File: config.mk
export PLATFORM = sky130hd
export DESIGN_NAME = phc_ctrl
export DESIGN_NICKNAME = d
export VERILOG_FILES = /design/src/rtl/phc_pkg.sv /design/src/rtl/phc_ctrl.sv
export VERILOG_INCLUDE_DIRS = /design/src /design/src/rtl
export SDC_FILE = /design/constraint.sdc
export NUM_CORES = 1
export LEC_CHECK = 0
export BUFFER_PORTS_ARGS = -buffer_cell sky130_fd_sc_hd__buf_2
export CAP_MARGIN = 20
export CORE_ASPECT_RATIO = 1.75
export CORE_MARGIN = 2
export CORE_UTILIZATION = 48
export CTS_CLUSTER_SIZE = 10
export DETAILED_ROUTE_END_ITERATION = 8
export MAX_ROUTING_LAYER = met4
export PLACE_DENSITY = 0.81
export REMOVE_ABC_BUFFERS = 1
export SETUP_SLACK_MARGIN = 0.5
export SLEW_MARGIN = 25
export SYNTH_ARGS = -nofsm -noshare
export SYNTH_HDL_FRONTEND = slang
export SYNTH_SLANG_ARGS = --single-unit
File: constraint.sdc
create_clock -name aclk -period 5.2 [get_ports aclk]
set_input_delay 1.04 -clock aclk [delete_from_list [all_inputs] [get_ports aclk]]
set_output_delay 1.04 -clock aclk [all_outputs]
set_load 0.02 [all_outputs]
File: src/rtl/polygon_kernel_halfplane_clip_unit_assert.svh
// Assertion macros used by the controller of the polygon kernel clip unit.
`ifndef POLYGON_KERNEL_HALFPLANE_CLIP_UNIT_ASSERT_SVH
`define POLYGON_KERNEL_HALFPLANE_CLIP_UNIT_ASSERT_SVH
`ifndef NO_ASSERTIONS
`define PHC_ASSERT(label, cond, msg) \
    label: assert property (@(posedge aclk) disable iff (!aresetn) (cond)) else $error(msg);
`define PHC_ASSERT_IMP(label, ante, cons, msg) \
    label: assert property (@(posedge aclk) disable iff (!aresetn) (ante) |-> (cons)) \
        else $error(msg);
`define PHC_ASSERT_NEXT(label, ante, cons, msg) \
    label: assert property (@(posedge aclk) disable iff (!aresetn) (ante) |=> (cons)) \
        else $error(msg);
`else
`define PHC_ASSERT(label, cond, msg)
`define PHC_ASSERT_IMP(label, ante, cons, msg)
`define PHC_ASSERT_NEXT(label, ante, cons, msg)
`endif
`endif

File: src/rtl/phc_pkg.sv
// Types, constants and command structures of the polygon kernel clip unit.
package phc_pkg;

    localparam int COORD_W     = 20;
    localparam int BOX_W       = 19;
    localparam int REGION_CAP  = 20;
    localparam int MEM_DEPTH   = 2 * REGION_CAP;
    localparam int ADDR_W      = $clog2(MEM_DEPTH);
    localparam int IDX_W       = 5;
    localparam int DIFF_W      = COORD_W + 1;
    localparam int PROD_W      = 2 * DIFF_W;
    localparam int CROSS_W     = PROD_W + 1;
    localparam int HALF_W      = DIFF_W;
    localparam int DIV_NUM_W   = 3 * DIFF_W;
    localparam int DIV_DEN_W   = CROSS_W;
    localparam int QUOT_W      = DIFF_W;
    localparam int DIV_CNT_W   = $clog2(QUOT_W);
    localparam int MAX_STAR_DEF = 16;
    localparam logic [BOX_W-1:0] BOX_MIN_RST = BOX_W'(0);
    localparam logic [BOX_W-1:0] BOX_MAX_RST = BOX_W'(128000);
    localparam logic [2:0] ADDR_BOX_MIN = 3'd0;
    localparam logic [2:0] ADDR_BOX_MAX = 3'd4;

    typedef struct packed {
        logic signed [COORD_W-1:0] y;
        logic signed [COORD_W-1:0] x;
    } point_t;

    typedef enum logic [1:0] {
        SRC_BOX,
        SRC_CROSS,
        SRC_P2
    } wr_src_t;

    typedef enum logic [4:0] {
        ST_IDLE,
        ST_BOX,
        ST_CLIP_START,
        ST_FETCH,
        ST_RDW,
        ST_MUL,
        ST_SUB,
        ST_FIRST,
        ST_DECIDE,
        ST_XLO,
        ST_XHI,
        ST_DSTART,
        ST_DWAIT,
        ST_PUSH_X,
        ST_PUSH_P2,
        ST_NEXT,
        ST_CLIP_END,
        ST_EMIT_RD,
        ST_EMIT_LD
    } state_t;

    typedef struct packed {
        logic              vin_load;
        logic              first_load;
        logic              prev_load;
        logic              edge_load;
        logic              edge_close;
        logic              mem_rd;
        logic [ADDR_W-1:0] rd_addr;
        logic              mem_wr;
        logic [ADDR_W-1:0] wr_addr;
        wr_src_t           wr_src;
        logic [1:0]        corner;
        logic              p2_from_mem;
        logic              p2_from_first;
        logic              cross_mul;
        logic              cross_sub;
        logic              first_save;
        logic              shift;
        logic              xmul_lo;
        logic              xmul_hi;
        logic              coord;
        logic              div_start;
        logic              div_store;
        logic              out_load;
        logic              out_empty;
    } phc_cmd_t;

    typedef struct packed {
        logic in1;
        logic in2;
        logic div_done;
    } phc_status_t;

endpackage

File: src/rtl/phc_ctrl.sv
// Controller: sequences vertex intake, the clip passes over the region store and result output.
`include "polygon_kernel_halfplane_clip_unit_assert.svh"
module phc_ctrl
    import phc_pkg::*;
#(
    parameter int MAX_STAR = MAX_STAR_DEF
)(
    input  logic        aclk,
    input  logic        aresetn,
    input  logic        s_tvalid,
    input  logic        s_tlast,
    output logic        s_tready,
    input  logic        m_tready,
    output logic        m_tvalid,
    output logic        m_tlast,
    output logic [1:0]  m_tuser,
    input  phc_status_t status,
    output phc_cmd_t    cmd
);

    localparam int VCW = $clog2(MAX_STAR + 1);

    state_t           state_reg, state_next;
    logic [VCW-1:0]   vcount_reg, vcount_next;
    logic [IDX_W-1:0] rcount_reg, rcount_next;
    logic [IDX_W-1:0] nout_reg, nout_next;
    logic [IDX_W-1:0] j_reg, j_next;
    logic [IDX_W-1:0] k_reg, k_next;
    logic [1:0]       corner_reg, corner_next;
    logic             bank_reg, bank_next;
    logic             overflow_reg, overflow_next;
    logic             last_reg, last_next;
    logic             closing_reg, closing_next;
    logic             firstf_reg, firstf_next;
    logic             coord_reg, coord_next;
    logic             m_tvalid_reg, m_tvalid_next;
    logic             m_tlast_reg, m_tlast_next;
    logic             empty_reg, empty_next;
    logic             too_many_reg, too_many_next;

    function automatic logic [ADDR_W-1:0] addr_of(input logic bank, input logic [IDX_W-1:0] idx);
        return bank ? (ADDR_W'(idx) + ADDR_W'(REGION_CAP)) : ADDR_W'(idx);
    endfunction

    always_ff @(posedge aclk) begin
        if (!aresetn) begin
            state_reg    <= ST_IDLE;
            vcount_reg   <= '0;
            rcount_reg   <= '0;
            nout_reg     <= '0;
            j_reg        <= '0;
            k_reg        <= '0;
            corner_reg   <= '0;
            bank_reg     <= 1'b0;
            overflow_reg <= 1'b0;
            last_reg     <= 1'b0;
            closing_reg  <= 1'b0;
            firstf_reg   <= 1'b0;
            coord_reg    <= 1'b0;
            m_tvalid_reg <= 1'b0;
            m_tlast_reg  <= 1'b0;
            empty_reg    <= 1'b0;
            too_many_reg <= 1'b0;
        end else begin
            state_reg    <= state_next;
            vcount_reg   <= vcount_next;
            rcount_reg   <= rcount_next;
            nout_reg     <= nout_next;
            j_reg        <= j_next;
            k_reg        <= k_next;
            corner_reg   <= corner_next;
            bank_reg     <= bank_next;
            overflow_reg <= overflow_next;
            last_reg     <= last_next;
            closing_reg  <= closing_next;
            firstf_reg   <= firstf_next;
            coord_reg    <= coord_next;
            m_tvalid_reg <= m_tvalid_next;
            m_tlast_reg  <= m_tlast_next;
            empty_reg    <= empty_next;
            too_many_reg <= too_many_next;
        end
    end

    always_comb begin
        state_next    = state_reg;
        vcount_next   = vcount_reg;
        rcount_next   = rcount_reg;
        nout_next     = nout_reg;
        j_next        = j_reg;
        k_next        = k_reg;
        corner_next   = corner_reg;
        bank_next     = bank_reg;
        overflow_next = overflow_reg;
        last_next     = last_reg;
        closing_next  = closing_reg;
        firstf_next   = firstf_reg;
        coord_next    = coord_reg;
        m_tvalid_next = m_tvalid_reg && !m_tready;
        m_tlast_next  = m_tlast_reg;
        empty_next    = empty_reg;
        too_many_next = too_many_reg;
        cmd           = '0;
        cmd.wr_src    = SRC_BOX;
        cmd.coord     = coord_reg;
        cmd.corner    = corner_reg;
        s_tready      = 1'b0;

        case (state_reg)
            ST_IDLE: begin
                s_tready = 1'b1;
                if (s_tvalid) begin
                    cmd.vin_load = 1'b1;
                    last_next    = s_tlast;
                    closing_next = 1'b0;
                    if (vcount_reg == '0) begin
                        vcount_next = VCW'(1);
                        corner_next = '0;
                        state_next  = ST_BOX;
                    end else if (vcount_reg < VCW'(MAX_STAR)) begin
                        vcount_next = vcount_reg + VCW'(1);
                        state_next  = ST_CLIP_START;
                    end else begin
                        overflow_next = 1'b1;
                        if (s_tlast) begin
                            closing_next = 1'b1;
                            state_next   = ST_CLIP_START;
                        end
                    end
                end
            end
            ST_BOX: begin
                cmd.mem_wr  = 1'b1;
                cmd.wr_addr = addr_of(1'b0, IDX_W'(corner_reg));
                cmd.wr_src  = SRC_BOX;
                cmd.first_load = (corner_reg == 2'd0);
                corner_next = corner_reg + 2'd1;
                if (corner_reg == 2'd3) begin
                    bank_next   = 1'b0;
                    rcount_next = IDX_W'(4);
                    if (last_reg) begin
                        closing_next = 1'b1;
                        state_next   = ST_CLIP_START;
                    end else begin
                        state_next = ST_IDLE;
                    end
                end
            end
            ST_CLIP_START: begin
                cmd.edge_load  = 1'b1;
                cmd.edge_close = closing_reg;
                cmd.prev_load  = !closing_reg;
                nout_next      = '0;
                j_next         = '0;
                firstf_next    = 1'b1;
                state_next     = (rcount_reg == '0) ? ST_CLIP_END : ST_FETCH;
            end
            ST_FETCH: begin
                if (firstf_reg) begin
                    cmd.mem_rd  = 1'b1;
                    cmd.rd_addr = addr_of(bank_reg, '0);
                    state_next  = ST_RDW;
                end else if ((j_reg + IDX_W'(1)) < rcount_reg) begin
                    cmd.mem_rd  = 1'b1;
                    cmd.rd_addr = addr_of(bank_reg, j_reg + IDX_W'(1));
                    state_next  = ST_RDW;
                end else begin
                    cmd.p2_from_first = 1'b1;
                    state_next        = ST_DECIDE;
                end
            end
            ST_RDW: begin
                cmd.p2_from_mem = 1'b1;
                state_next      = ST_MUL;
            end
            ST_MUL: begin
                cmd.cross_mul = 1'b1;
                state_next    = ST_SUB;
            end
            ST_SUB: begin
                cmd.cross_sub = 1'b1;
                state_next    = firstf_reg ? ST_FIRST : ST_DECIDE;
            end
            ST_FIRST: begin
                cmd.first_save = 1'b1;
                cmd.shift      = 1'b1;
                firstf_next    = 1'b0;
                state_next     = ST_FETCH;
            end
            ST_DECIDE: begin
                if (status.in1 && status.in2) begin
                    state_next = ST_PUSH_P2;
                end else if (status.in1 != status.in2) begin
                    coord_next = 1'b0;
                    state_next = ST_XLO;
                end else begin
                    state_next = ST_NEXT;
                end
            end
            ST_XLO: begin
                cmd.xmul_lo = 1'b1;
                state_next  = ST_XHI;
            end
            ST_XHI: begin
                cmd.xmul_hi = 1'b1;
                state_next  = ST_DSTART;
            end
            ST_DSTART: begin
                cmd.div_start = 1'b1;
                state_next    = ST_DWAIT;
            end
            ST_DWAIT: begin
                if (status.div_done) begin
                    cmd.div_store = 1'b1;
                    if (!coord_reg) begin
                        coord_next = 1'b1;
                        state_next = ST_XLO;
                    end else begin
                        state_next = ST_PUSH_X;
                    end
                end
            end
            ST_PUSH_X, ST_PUSH_P2: begin
                cmd.wr_src = (state_reg == ST_PUSH_X) ? SRC_CROSS : SRC_P2;
                if (nout_reg < IDX_W'(REGION_CAP)) begin
                    cmd.mem_wr  = 1'b1;
                    cmd.wr_addr = addr_of(!bank_reg, nout_reg);
                    nout_next   = nout_reg + IDX_W'(1);
                end else begin
                    overflow_next = 1'b1;
                end
                state_next = ((state_reg == ST_PUSH_X) && status.in2) ? ST_PUSH_P2 : ST_NEXT;
            end
            ST_NEXT: begin
                cmd.shift  = 1'b1;
                j_next     = j_reg + IDX_W'(1);
                state_next = ((j_reg + IDX_W'(1)) == rcount_reg) ? ST_CLIP_END : ST_FETCH;
            end
            ST_CLIP_END: begin
                bank_next   = !bank_reg;
                rcount_next = nout_reg;
                if (closing_reg) begin
                    k_next     = '0;
                    state_next = ST_EMIT_RD;
                end else if (last_reg) begin
                    closing_next = 1'b1;
                    state_next   = ST_CLIP_START;
                end else begin
                    state_next = ST_IDLE;
                end
            end
            ST_EMIT_RD: begin
                cmd.mem_rd  = (rcount_reg != '0);
                cmd.rd_addr = addr_of(bank_reg, k_reg);
                state_next  = ST_EMIT_LD;
            end
            ST_EMIT_LD: begin
                if (!m_tvalid_reg || m_tready) begin
                    cmd.out_load  = 1'b1;
                    cmd.out_empty = (rcount_reg == '0);
                    m_tvalid_next = 1'b1;
                    m_tlast_next  = (rcount_reg == '0) || ((k_reg + IDX_W'(1)) == rcount_reg);
                    empty_next    = (rcount_reg == '0);
                    too_many_next = overflow_reg;
                    if (m_tlast_next) begin
                        vcount_next   = '0;
                        rcount_next   = '0;
                        overflow_next = 1'b0;
                        state_next    = ST_IDLE;
                    end else begin
                        k_next     = k_reg + IDX_W'(1);
                        state_next = ST_EMIT_RD;
                    end
                end
            end
            default: begin
                state_next = ST_IDLE;
            end
        endcase
    end

    assign m_tvalid = m_tvalid_reg;
    assign m_tlast  = m_tlast_reg;
    assign m_tuser  = {too_many_reg, empty_reg};

    `PHC_ASSERT(a_rcount_cap, rcount_reg <= IDX_W'(REGION_CAP), "region count over capacity")
    `PHC_ASSERT_IMP(a_wr_range, cmd.mem_wr, cmd.wr_addr < ADDR_W'(MEM_DEPTH), "store write out of range")
    `PHC_ASSERT_NEXT(a_run_clear, cmd.out_load && m_tlast_next, (vcount_reg == '0) && (rcount_reg == '0) && !overflow_reg, "run state not cleared after last item")

endmodule

# Yosys cells after proc, flatten, opt, wreduce, memory -nomap -nowiden
# Cells that the tools add are included.
[totals]
memories = 0
input_bits = 8
word_cells = 199
output_inout_bits = 41
mem_bits_ro = 0
register_bits = 42
latch_bits = 0
ramBits = 0
[classes]
multipliers = 0
n_div = 0
add_sub_neg = 8
n_bitwise = 0
n_shift = 0
n_reduce_logical = 39
n_eq_ne = 39
muxes = 93
order_cmp = 3
[ops]
columns = ["op", "n"]
rows = [
  ["$mux 5", 24],
  ["$pmux 5 s18", 1],
  ["$eq 5x4->1 const B", 8],
  ["$pmux 5 s2", 4],
  ["$mux 1", 38],
  ["$ne 2x2->1 const B", 15],
  ["$mux 7", 3],
  ["$add 5x1->5 const B", 4],
  ["$eq 5x3->1 const B", 4],
  ["$add 5x5->6 const B", 3],
  ["$mux 6", 3],
  ["$pmux 9 s2", 1],
  ["$reduce_and 4->1", 4],
  ["$reduce_bool 2->1", 8],
  ["$eq 5x5->1 const B", 3],
  ["$logic_not 5->1", 3],
  ["$pmux 5 s3", 1],
  ["$pmux 7 s2", 1],
  ["$mux 2", 6],
  ["$eq 5x2->1 const B", 2],
  ["$eq 5x5->1", 2],
  ["$lt 5x5->1 const B", 2],
  ["$reduce_and 5->1", 2],
  ["$mux 3", 3],
  ["21 further kinds", 37],
]

# Depth between registers and ports, before layout
# Gate-level depths: netlist (run 1).
[logic_depth]
word_depth = 6
depth_mapped = 9
mapped_depth_nobuf = 9

# Least setup slack after synthesis (run 1)
# OpenSTA, ideal clock, no wires.
[synth_timing]
path_kind = "register -> output"
from = "reg j_reg[0]"
to = "out cmd[28] (netlist name)"
n_path_buf = 0
required_time_ns = 4.160
stages_incl_launch_ff = 10
slack_ns = 1.965
t_arrival_ns = 2.195
path_cell_list = "dfxtp_1 ha_1 xnor2_1 inv_1 ha_1 and2_1 o21ai_0 a21oi_1 or2_2 o22ai_1"
[synth_lines]
columns = ["element", "line_no", "text"]
rows = [
  ["start, declared", "phc_ctrl.sv:27", "logic [IDX_W-1:0] j_reg, j_next;"],
  ["start signal, assigned", "phc_ctrl.sv:69", "j_reg <= j_next;"],
  ["end, declared", "phc_ctrl.sv:18", "output phc_cmd_t cmd"],
]

==> results of run 1 <==
Yosys cell counts, types with 3 or more instances:
master    instances
xor2_1            6
nor2_1           44
o31ai_1           7
ha_1             16
and4_1            3
nor2b_1          15
and3_1            7
and2_1            6
clkbuf_1          9
o21ai_0          21
or2_2             3
nand2_1          40
nand3_1          14
nor3b_1           5
o22ai_1           3
nand3b_1          3
xnor2_1          13
a31oi_1           4
buf_2            10
nor3_1            9
a21boi_0          9
o211ai_1          5
or3_1             5
a22oi_1           5
nand4_1           6
a32o_1            3
buf_4             3
mux2i_1           4
dfxtp_1          42
inv_1            20
a21oi_1          19
nand2b_1          6
cells by family after synthesis:
logic type                 synth area share, %
adders and majority gates                 6.20
muxes                                     1.94
DFF                                       26.0
and+or+nand+nor                           30.1
buffers and inverters                     6.55
xor gates and xnor gates                  5.15
AOI/OAI and AO/OA                         24.1
cell type report:
class / instances / share of cell area [%]
clock buffer: 6 / 3.87
sequential: 42 / 23.4
tap: 82 / 2.86
timing repair buffer: 48 / 6.69
inverter: 20 / 2.09
multi-input combinational: 333 / 60.7
clock inverter: 2 / 0.349
layer usage:
layer	share of wire [%]	wire length [µm]	global-route usage, %	vias to the layer above
met3	4.5	414	3.51	21
met2	54	4930	46.6	113
li1	-	-	-	1576
met5	0	0	-	-
met4	3.0	272	11.0	0
met1	38	3480	29.5	1553
power by group through the flow:
| stage | Combinational [mW] | Clock, mW | Sequential, mW |
|---|---|---|---|
| floorplan | 0.343 | 0 | 0.414 |
| global placement | 0.462 | 0 | 0.430 |
| detailed placement | 0.469 | 0 | 0.432 |
| CTS | 0.473 | 0.328 | 0.425 |
| global route | 0.523 | 0.341 | 0.434 |
| finish | 0.485 | 0.326 | 0.429 |
final timing paths:
check	from	to	slack, ns
worst max-delay path	j_reg[0]	cmd[26]	1.26
worst min-delay path	overflow_reg	overflow_reg	0.50
worst max register to register	j_reg[0]	state_reg[0]	2.71
worst min register to register	overflow_reg	overflow_reg	0.50
per-stage QoR:
step                      total power, mW  worst slack [ns]  util, %  cell area [µm²]  instances
after floorplan                     0.757              1.97        -             3090        395
after global placement              0.892              1.63     52.6             3440        525
after detailed placement            0.901              1.58     52.6             3440        525
after CTS                            1.23              1.25     54.9             3590        533
after global routing                 1.30              1.03     54.9             3590        533
final                                1.24              1.26     54.9             3590        533
tightest hold or removal path: cells and delay by family, from the launching register on:
kind	cells	cell delay, ns
AND/OR/NAND/NOR	1	0.06
AO/OA/AOI/OAI	1	0.06
flip-flops	1	0.33
==> summary.md, run 1 <==
| Metric | Value |
|---|---|
| Status | complete, no violations |
| Sequential share of power | 34.6% |
| Initial Util | 49.4% |
| H-tree levels | 2 |
| Total setup violations reported at the end of the flow | 0 |
| Final period demand of the worst path | 3.94 ns |
| Internal portion of total power | 0.724 mW |
| Portion of the post-synthesis area used by sequential elements | 26.0% |
| Count of TritonRoute iterations in the first routing pass | 4 |
| Fraction of synthesis flops using an asynchronous set or reset pin | 0% |
| Sum Neg Setup Slack | 0 ns |
| Most common cell after layout, fill and taps aside | buf_2 |
| Slew Limit Headroom | 40.4% |
| Comb power frac | 39.1% |
| Area added between synthesis and finish | 11.1% |
| Number of flops mapped to enable cells by yosys | 0 |
| Max rail drop VDD | 263 µV |
| Total standard cell area after synthesis | 0.00323 mm² |
| Worst Hold Margin | 0.495 ns |
| Worst setup EP type | output pin |
| Register cell area after layout | 841 µm² |
| Setup Skew | 0.00560 ns |
| Classification of the worst setup path | flop to output pin |
| Yosys Warn Count | 0 |
| Filler Cells Inserted | 652 |
| Initial antenna violation count | 0 |
| Psw | 0.516 mW |
| Number of antenna cells inserted | 0 |
| Path length in cells of the critical path | 10 |
| Most common cell on crit path | ha_1 |
| Total of max-cap violations | 0 |
| Vias in the first global route | 3097 |
| TritonCTS sink count | 42 |
| Final hold violation count | 0 |
| WP data required | 4.16 ns |
| Iter 0 DRT Violations | 205 |
| Maximum number of pins on one net before global-route repair | 45 |
| Total Die Area | 0.00743 mm² |
| Number of setup buffers added after CTS | 0 |
| Number of placed I/O pins | 49 |
| Total gr overflow | 0 |
| PortBufs | 48 |
| Most area-hungry cell type in the Yosys netlist | dfxtp_1 |
| Switch share | 41.6% |
| Cell chain of the critical path | ha_1, xnor2_1, inv_1, ha_1, and2_1, o21ai_0, a21boi_0, o41ai_1, mux2_2, buf_2 |
| RSZ-0062 raised after global routing | no |
| Per-cell routed wire length | 17.1 µm |
| Fraction of layout instances using a drive strength above 1 | 16.6% |
| Cell area power density | 345 mW/mm² |
| Core Region | 0.00654 mm² |
| Crit path launch type | flop |
| Total global routing track utilization | 26.6% |
| Number of nets at the end of the flow | 474 |
| Number of rows in the core area | 39 |
| Transition time at the pin with the least slew margin | 0.888 ns |
| Leakage power figure | 1.52 nW |
| Detailed-route via count | 3263 |
| Cell depth of the worst min-delay path | 2 |
| Clock root cell | clkbuf_16 |
| Netlist cell types | 70 |
| Clock latency on the worst-skew pair | 0.30 ns |
| Post-detailed-placement half-perimeter wirelength | 6.65 mm |
| Achievable frequency | 0.254 GHz |
| Largest fanout on the critical path | 6 |
| CP Data Arrival Time | 2.90 ns |
| Quantity of gates resized following cts | 0 |
| Longest Clk Path Bufs | 2 |
| Portion of synthesized cell area occupied by the leading cell type | 26.0% |
| Part of the total power dissipated in the clock network | 26.3% |
| Chip height | 113 µm |
| Clock-pin transition on the worst setup and hold timing paths | 0.06 ns |
| Logic depth of the worst register-to-register path | 9 |
| Die Width | 66.0 µm |
| Inserted Clock Buffers | 5 |
| CP Buf/Inv Count | 2 |
| Stage delay of the slowest cell on the critical path | 0.46 ns |
| Routability Congestion | 0.903 |
| Library cell contributing the largest single delay on the critical path | dfxtp_1 |
| Hold-fix buffers at CTS | 0 |
| Number of remaining DRC errors | 0 |
| Clock tree from TritonCTS | built |
| First-pass GRT wire length | 15.1 mm |
| Syn Inst Count | 421 |
| Antenna Nets Post-Route | 0 |
| Crit-path leading delay family | compound AO/OA/AOI/OAI gates |
| Commonest register cell after synthesis | dfxtp_1 |
| Vias per Instance | 6.12 |
| Number of pins with negative max-slew slack in the final report | 0 |
| Final critical-path share of the clock period | 75.8% |
| Area occupied by multi-input gates | 0.00218 mm² |
| Top post-synthesis cells by area | dfxtp_1, ha_1, nor2_1 |
| Worst min-delay path class | flop to flop |
| Syn Area/Cell | 7.67 µm² |
| Number of synthesized register bits | 42 |
| Commonest cells after routing, fill and taps aside | buf_2, nor2_1, dfxtp_1, nand2_1, o21ai_0 |
| Final Routed Wirelength | 9.10 mm |
(Power assumes the default switching activity.)
==> run 2, diff against run 1 <==
PLACE_DENSITY = 0.84   (was 0.81)
clock period = 3.2 ns   (was 5.2 ns; I/O delays follow)
==> summary.md, run 2 (synthesis results as in run 1) <==
| Metric | Value |
|---|---|
| Number of rows in the core area | 39 (unchanged) |
| Detailed-route via count | 3476 (+6.5%) |
| Post-Place Worst Slack | 0.136 ns (-1.44 ns) |
| Maximum number of pins on one net before global-route repair | 45 (unchanged) |
| H-tree levels | 2 (unchanged) |
| Crit path launch type | flop |
| Final critical-path setup slack | 0.223 ns (-1.04 ns) |
| RSZ-0062 raised after global routing | yes |
| Leakage power figure | 1.73 nW (+14%) |
| Iter 0 DRT Violations | 217 (+5.9%) |
| Chip height | 113 µm (unchanged) |
| Filler Cells Inserted | 568 (-13%) |
| Worst setup EP type | output pin |
| Total of max-cap violations | 0 (unchanged) |
| Number of pins with negative max-slew slack in the final report | 0 (unchanged) |
| Sum Neg Setup Slack | 0 ns (unchanged) |
| Worst Hold Margin | 0.488 ns (-0.00735 ns) |
| Post-detailed-placement half-perimeter wirelength | 7.02 mm (+5.6%) |
| Initial antenna violation count | 0 (unchanged) |
| Final hold violation count | 0 (unchanged) |
| Count of TritonRoute iterations in the first routing pass | 5 (+1) |
| Vias per Instance | 6.21 (+1.4%) |
| Longest Clk Path Bufs | 2 (unchanged) |
| Commonest cells after routing, fill and taps aside | nor2_1, buf_2, nand2_1, dfxtp_1, buf_4 |
| Worst min-delay path class | flop to flop |
| Total gr overflow | 0 (unchanged) |
| Clock-pin transition on the worst setup and hold timing paths | 0.06 ns (about the same) |
| Transition time at the pin with the least slew margin | 0.840 ns (-0.0471 ns) |
| PortBufs | 48 (unchanged) |
| Global routing's busiest layer | met2 |
| Vias in the first global route | 3248 (+4.9%) |
| Clock root cell | clkbuf_16 |
| Largest fanout on the critical path | 3 (-3) |
| Total setup violations reported at the end of the flow | 0 (unchanged) |
| Final critical-path share of the clock period | 93.0% |
| Met2 Usage GRT | 46.3% (-0.27 points) |
| Reg2Reg Launch Point | k_reg[2] |
| Inserted Clock Buffers | 5 (unchanged) |
| Antenna Nets Post-Route | 0 (unchanged) |
| Initial Util | 49.4% (unchanged) |
| Total Die Area | 0.00743 mm² (unchanged) |
| Area added between synthesis and finish | 27.5% |
| Clock latency on the worst-skew pair | 0.29 ns (about the same) |
| CP Data Arrival Time | 2.34 ns (-0.56 ns) |
| TritonCTS sink count | 42 (unchanged) |
| Launching element of the worst setup path | j_reg[0] |
| Fraction of layout instances using a drive strength above 1 | 27.8% (+11 points) |
| Hold-fix buffers at CTS | 0 (unchanged) |
| Clock tree from TritonCTS | built |
| Status | complete, no violations |
| Max rail drop VDD | 450 µV (+71%) |
| Number of remaining DRC errors | 0 (unchanged) |
| Instance area at placement | 0.00352 mm² (+2.4%) |
| Final Routed Wirelength | 10.1 mm (+10%) |
| Achievable frequency | 0.336 GHz |
| Setup Skew | 0.00707 ns (+0.00147 ns) |
| Slew Limit Headroom | 43.2% (+2.8 points) |
| Classification of the worst setup path | flop to output pin |
| Per-cell routed wire length | 18.0 µm (+5.2%) |
| Final period demand of the worst path | 2.98 ns |
| First-pass GRT wire length | 15.5 mm (+2.1%) |
| Most common cell after layout, fill and taps aside | nor2_1 |
| Die Width | 66.0 µm (unchanged) |
| GR Layer Usage met1 | 29.5% (-0.044 points) |
| WP data required | 2.56 ns (-1.60 ns) |
| Routability Congestion | 0.922 (+2.1%) |
| Number of placed I/O pins | 49 (unchanged) |
| Met3 demand-to-capacity share in global routing | 3.21% (-0.30 points) |
| Number of nets at the end of the flow | 501 (+5.7%) |
| Summed area of non-filler cells in the final layout | 0.00412 mm² (+15%) |
| Total global routing track utilization | 27.6% (+1.0 points) |
| Number of antenna cells inserted | 0 (unchanged) |
| Start point of the worst min-delay path | too_many_reg |
| Cell area power density | 536 mW/mm² (+55%) |
| Core Region | 0.00654 mm² (unchanged) |
## run 2: cell types whose count changed in the layout (fill, tap and decap cells not counted), sizes merged
cell / before / now
buf: 48 / 75
clkinv: 1 / 2
clkbuf: 6 / 5
bufinv: 0 / 1
clkinvlp: 1 / 0
## run 2: critical path, cell delays in order (launching register included)
cell	delay, ns
dfxtp_2	0.36
buf_6	0.11
nand3_2	0.08
xnor2_2	0.21
ha_4	0.25
and2_4	0.15
o21ai_4	0.07
a21boi_2	0.10
or3_4	0.41
o21ai_2	0.16
buf_6	0.13
## run 2: layer usage
metal  routed length [µm]  up-vias  part of all wire, %
met2                 5280      152                   52
met4                  671        0                  6.7
met1                 3660     1633                   36
met5                    0        -                    0
met3                  445       48                  4.4
li1                     -     1643                    -
## run 2: timing repair
item                                    CTS  global route
gates resized for setup                  42            27
endpoints found under the setup margin   12            18
buffers inserted                          8             8
gates cloned                              0             0
pin swaps                                 8            19
## run 2: worst paths after layout
check	to	depth (start not counted)	slack [ns]
setup reg to reg	state_reg[4]	6	0.72
hold / removal	too_many_reg	2	0.49
setup / recovery	cmd[25]	10	0.22
hold reg to reg	too_many_reg	2	0.49
## run 2: area by class of cell
class | count | area (µm²) | area share, %
multi-input combinational | 333 | 2430 | 58.9
clock inverter | 3 | 40.0 | 0.972
clock buffer | 5 | 125 | 3.04
sequential | 42 | 852 | 20.7
tap | 82 | 103 | 2.49
timing repair buffer | 75 | 497 | 12.1
inverter | 20 | 75.1 | 1.82
## run 2: stage by stage
step	std cells	power (mW)	util (%)
global placement	536	1.50	53.8
floorplan	395	1.23	-
detailed placement	536	1.52	53.8
CTS	552	2.15	59.5
finish	560	2.21	63.0
global route	560	2.32	63.0
## run 2: power by group
| group | internal, mW | leakage (nW) | switching, mW | total [mW] |
|---|---|---|---|---|
| Clock | 0.365 | 0.0836 | 0.220 | 0.585 |
| Combinational | 0.385 | 1.30 | 0.598 | 0.983 |
| Sequential | 0.570 | 0.343 | 0.0696 | 0.640 |
==> run 3, diff against run 2 <==
CORE_MARGIN = unset   (was 2)
HOLD_SLACK_MARGIN = 0.12   (was unset)
PLACE_DENSITY = 0.81   (was 0.84)
clock period = 3 ns   (was 3.2 ns; I/O delays follow)
==> summary.md, run 3 (synthesis results as in run 1) <==
| Metric | Value |
|---|---|
| Library cell contributing the largest single delay on the critical path | or3_4 |
| Worst Hold Margin | 0.478 ns (-0.0101 ns) |
| Initial antenna violation count | 0 (unchanged) |
| Antenna Nets Post-Route | 0 (unchanged) |
| Longest Clk Path Bufs | 2 (unchanged) |
| Total setup violations reported at the end of the flow | 0 (unchanged) |
| WP data required | 2.40 ns (-0.16 ns) |
| Max rail drop VDD | 461 µV (+2.5%) |
| Count of TritonRoute iterations in the first routing pass | 5 (unchanged) |
| Sum Neg Setup Slack | 0 ns (unchanged) |
| Final critical-path share of the clock period | 95.9% |
| H-tree levels | 2 (unchanged) |
| Leakage power figure | 1.72 nW (-0.69%) |
| Most common cell on crit path | ha_4 |
| Final hold violation count | 0 (unchanged) |
| Routability Congestion | 1.01 (+9.5%) |
| Filler Cells Inserted | 538 (-5.3%) |
| Clock-pin transition on the worst setup and hold timing paths | 0.07 ns (about the same) |
| Clock root cell | clkbuf_16 |
| Setup Skew | 0.00569 ns (-0.00138 ns) |
| Clock tree from TritonCTS | built |
| Cell Count Post-Placement | 543 (+1.3%) |
| Classification of the worst setup path | flop to output pin |
| Total of max-cap violations | 0 (unchanged) |
| Vias per Instance | 6.19 (-0.28%) |
| Status | complete, no violations |
| Cell chain of the critical path | ha_4, xnor2_4, inv_2, ha_4, and2_4, o21ai_4, a21boi_4, or3_4, o22ai_4, buf_6 |
| Initial Util | 49.8% (+0.37 points) |
| Iter 0 DRT Violations | 226 (+4.1%) |
| PortBufs | 48 (unchanged) |
| Vias in the first global route | 3300 (+1.6%) |
| Area occupied by multi-input gates | 0.00241 mm² (-0.88%) |
| Number of rows in the core area | 39 (unchanged) |
| Total gr overflow | 0 (unchanged) |
| RSZ-0062 raised after global routing | yes |
| Number of antenna cells inserted | 0 (unchanged) |
| Worst setup EP type | output pin |
| TritonCTS sink count | 42 (unchanged) |
| Crit path launch type | flop |
| Number of placed I/O pins | 49 (unchanged) |
| Number of nets at the end of the flow | 505 (+0.80%) |
| Inserted Clock Buffers | 5 (unchanged) |
| Achievable frequency | 0.348 GHz |
| Per-cell routed wire length | 17.5 µm (-2.6%) |
| Transition time at the pin with the least slew margin | 0.616 ns (-0.224 ns) |
| Total global routing track utilization | 29.8% (+2.2 points) |
| Overall power of the completed layout | 2.32 mW (+5.1%) |
| Core Region | 0.00649 mm² (-0.75%) |
| Post-detailed-placement half-perimeter wirelength | 7.14 mm (+1.7%) |
| Slew Limit Headroom | 57.9% (+15 points) |
| Final period demand of the worst path | 2.88 ns |
| Cell area power density | 565 mW/mm² (+5.4%) |
| Fraction of layout instances using a drive strength above 1 | 28.4% (+0.60 points) |
| Number of remaining DRC errors | 0 (unchanged) |
| First-pass GRT wire length | 16.0 mm (+3.4%) |
| Register cell area after layout | 852 µm² (unchanged) |
| Worst min-delay path class | flop to flop |
| Detailed-route via count | 3491 (+0.43%) |
| Post-layout instance count excluding filler cells | 564 (+0.71%) |
| Total Die Area | 0.00708 mm² (-4.8%) |
| Clock latency on the worst-skew pair | 0.29 ns (about the same) |
| Commonest cells after routing, fill and taps aside | nor2_1, buf_2, nand2_1, dfxtp_1, buf_4 |
| Most common cell after layout, fill and taps aside | nor2_1 |
| Chip height | 111 µm (-1.8%) |
| Final Routed Wirelength | 9.87 mm (-1.9%) |
| Largest fanout on the critical path | 4 (+1) |
| Die Width | 64.0 µm (-3.0%) |
| Area added between synthesis and finish | 27.1% |
| Crit-path leading delay family | simple AND/OR/NAND/NOR gates |
| CP Buf/Inv Count | 2 (unchanged) |
| Maximum number of pins on one net before global-route repair | 26 (-42%) |
| Number of pins with negative max-slew slack in the final report | 0 (unchanged) |
| CP Data Arrival Time | 2.28 ns (-0.06 ns) |
| Stage delay of the slowest cell on the critical path | 0.38 ns (-0.03 ns) |
-- run 3: cell count changes in the layout (fill, tap and decap cells not counted), moves of 2 or more --
| cell | delta |
|---|---|
| nor2_1 | -2 |
| clkinv_2 | -2 |
| clkinvlp_4 | +2 |
| o22ai_2 | -2 |
| buf_4 | +4 |
-- run 3: layout make-up --
class | instances | share of cell area [%]
clock buffer | 5 | 3.05
clock inverter | 3 | 0.579
inverter | 20 | 1.83
multi-input combinational | 333 | 58.6
sequential | 42 | 20.7
tap | 82 | 2.50
timing repair buffer | 79 | 12.7
-- run 3: what timing repair did --
| action | in CTS | in global routing |
|---|---|---|
| endpoints found under the setup margin | 14 | 24 |
| hold buffers | 0 | 0 |
| gates resized for setup | 46 | 20 |
| pin swaps | 14 | 16 |
| setup buffers | 8 | 5 |
| hold endpoints to repair | 0 | 0 |
-- run 3: path summary, 6_finish.rpt --
check	start	to	slack (ns)	cells after the start
min	too_many_reg	too_many_reg	0.48	2
max	j_reg[1]	cmd[24]	0.12	10
max reg2reg	j_reg[1]	state_reg[0]	0.78	11
min reg2reg	too_many_reg	too_many_reg	0.48	2
-- run 3: stage by stage --
| step | util, % | setup WS (ns) | area, µm² |
|---|---|---|---|
| 6_report | 63.3 | 0.123 | 4110 |
| 5_1_grt | 63.3 | 0.0692 | 4110 |
| 4_1_cts | 61.2 | 0.0819 | 3970 |
| 3_5_place_dp | 55.0 | 0.0920 | 3570 |
| 3_3_place_gp | 55.0 | 0.135 | 3570 |
| 2_1_floorplan | - | 0.205 | 3090 |
-- run 3: worst min-delay path: stages, from the launching register on --
cell and delay [ns]:
dfxtp_1 0.31, nand2_1 0.05, a21boi_0 0.07
-- run 3: power breakdown --
part           internal, mW  leakage [nW]  switching (mW)
clock                 0.311        0.0664           0.241
sequential            0.608         0.343          0.0688
combinational         0.438          1.31           0.653
total                  1.36          1.72           0.963
-- run 3: metal layers --
metal | up-vias | GRT usage [%] | part of all wire [%]
met2 | 156 | 53.3 | 54
li1 | 1638 | - | -
met1 | 1659 | 30.7 | 36
met5 | - | - | 0
met4 | 0 | 16.4 | 4.7
met3 | 38 | 3.51 | 5.6
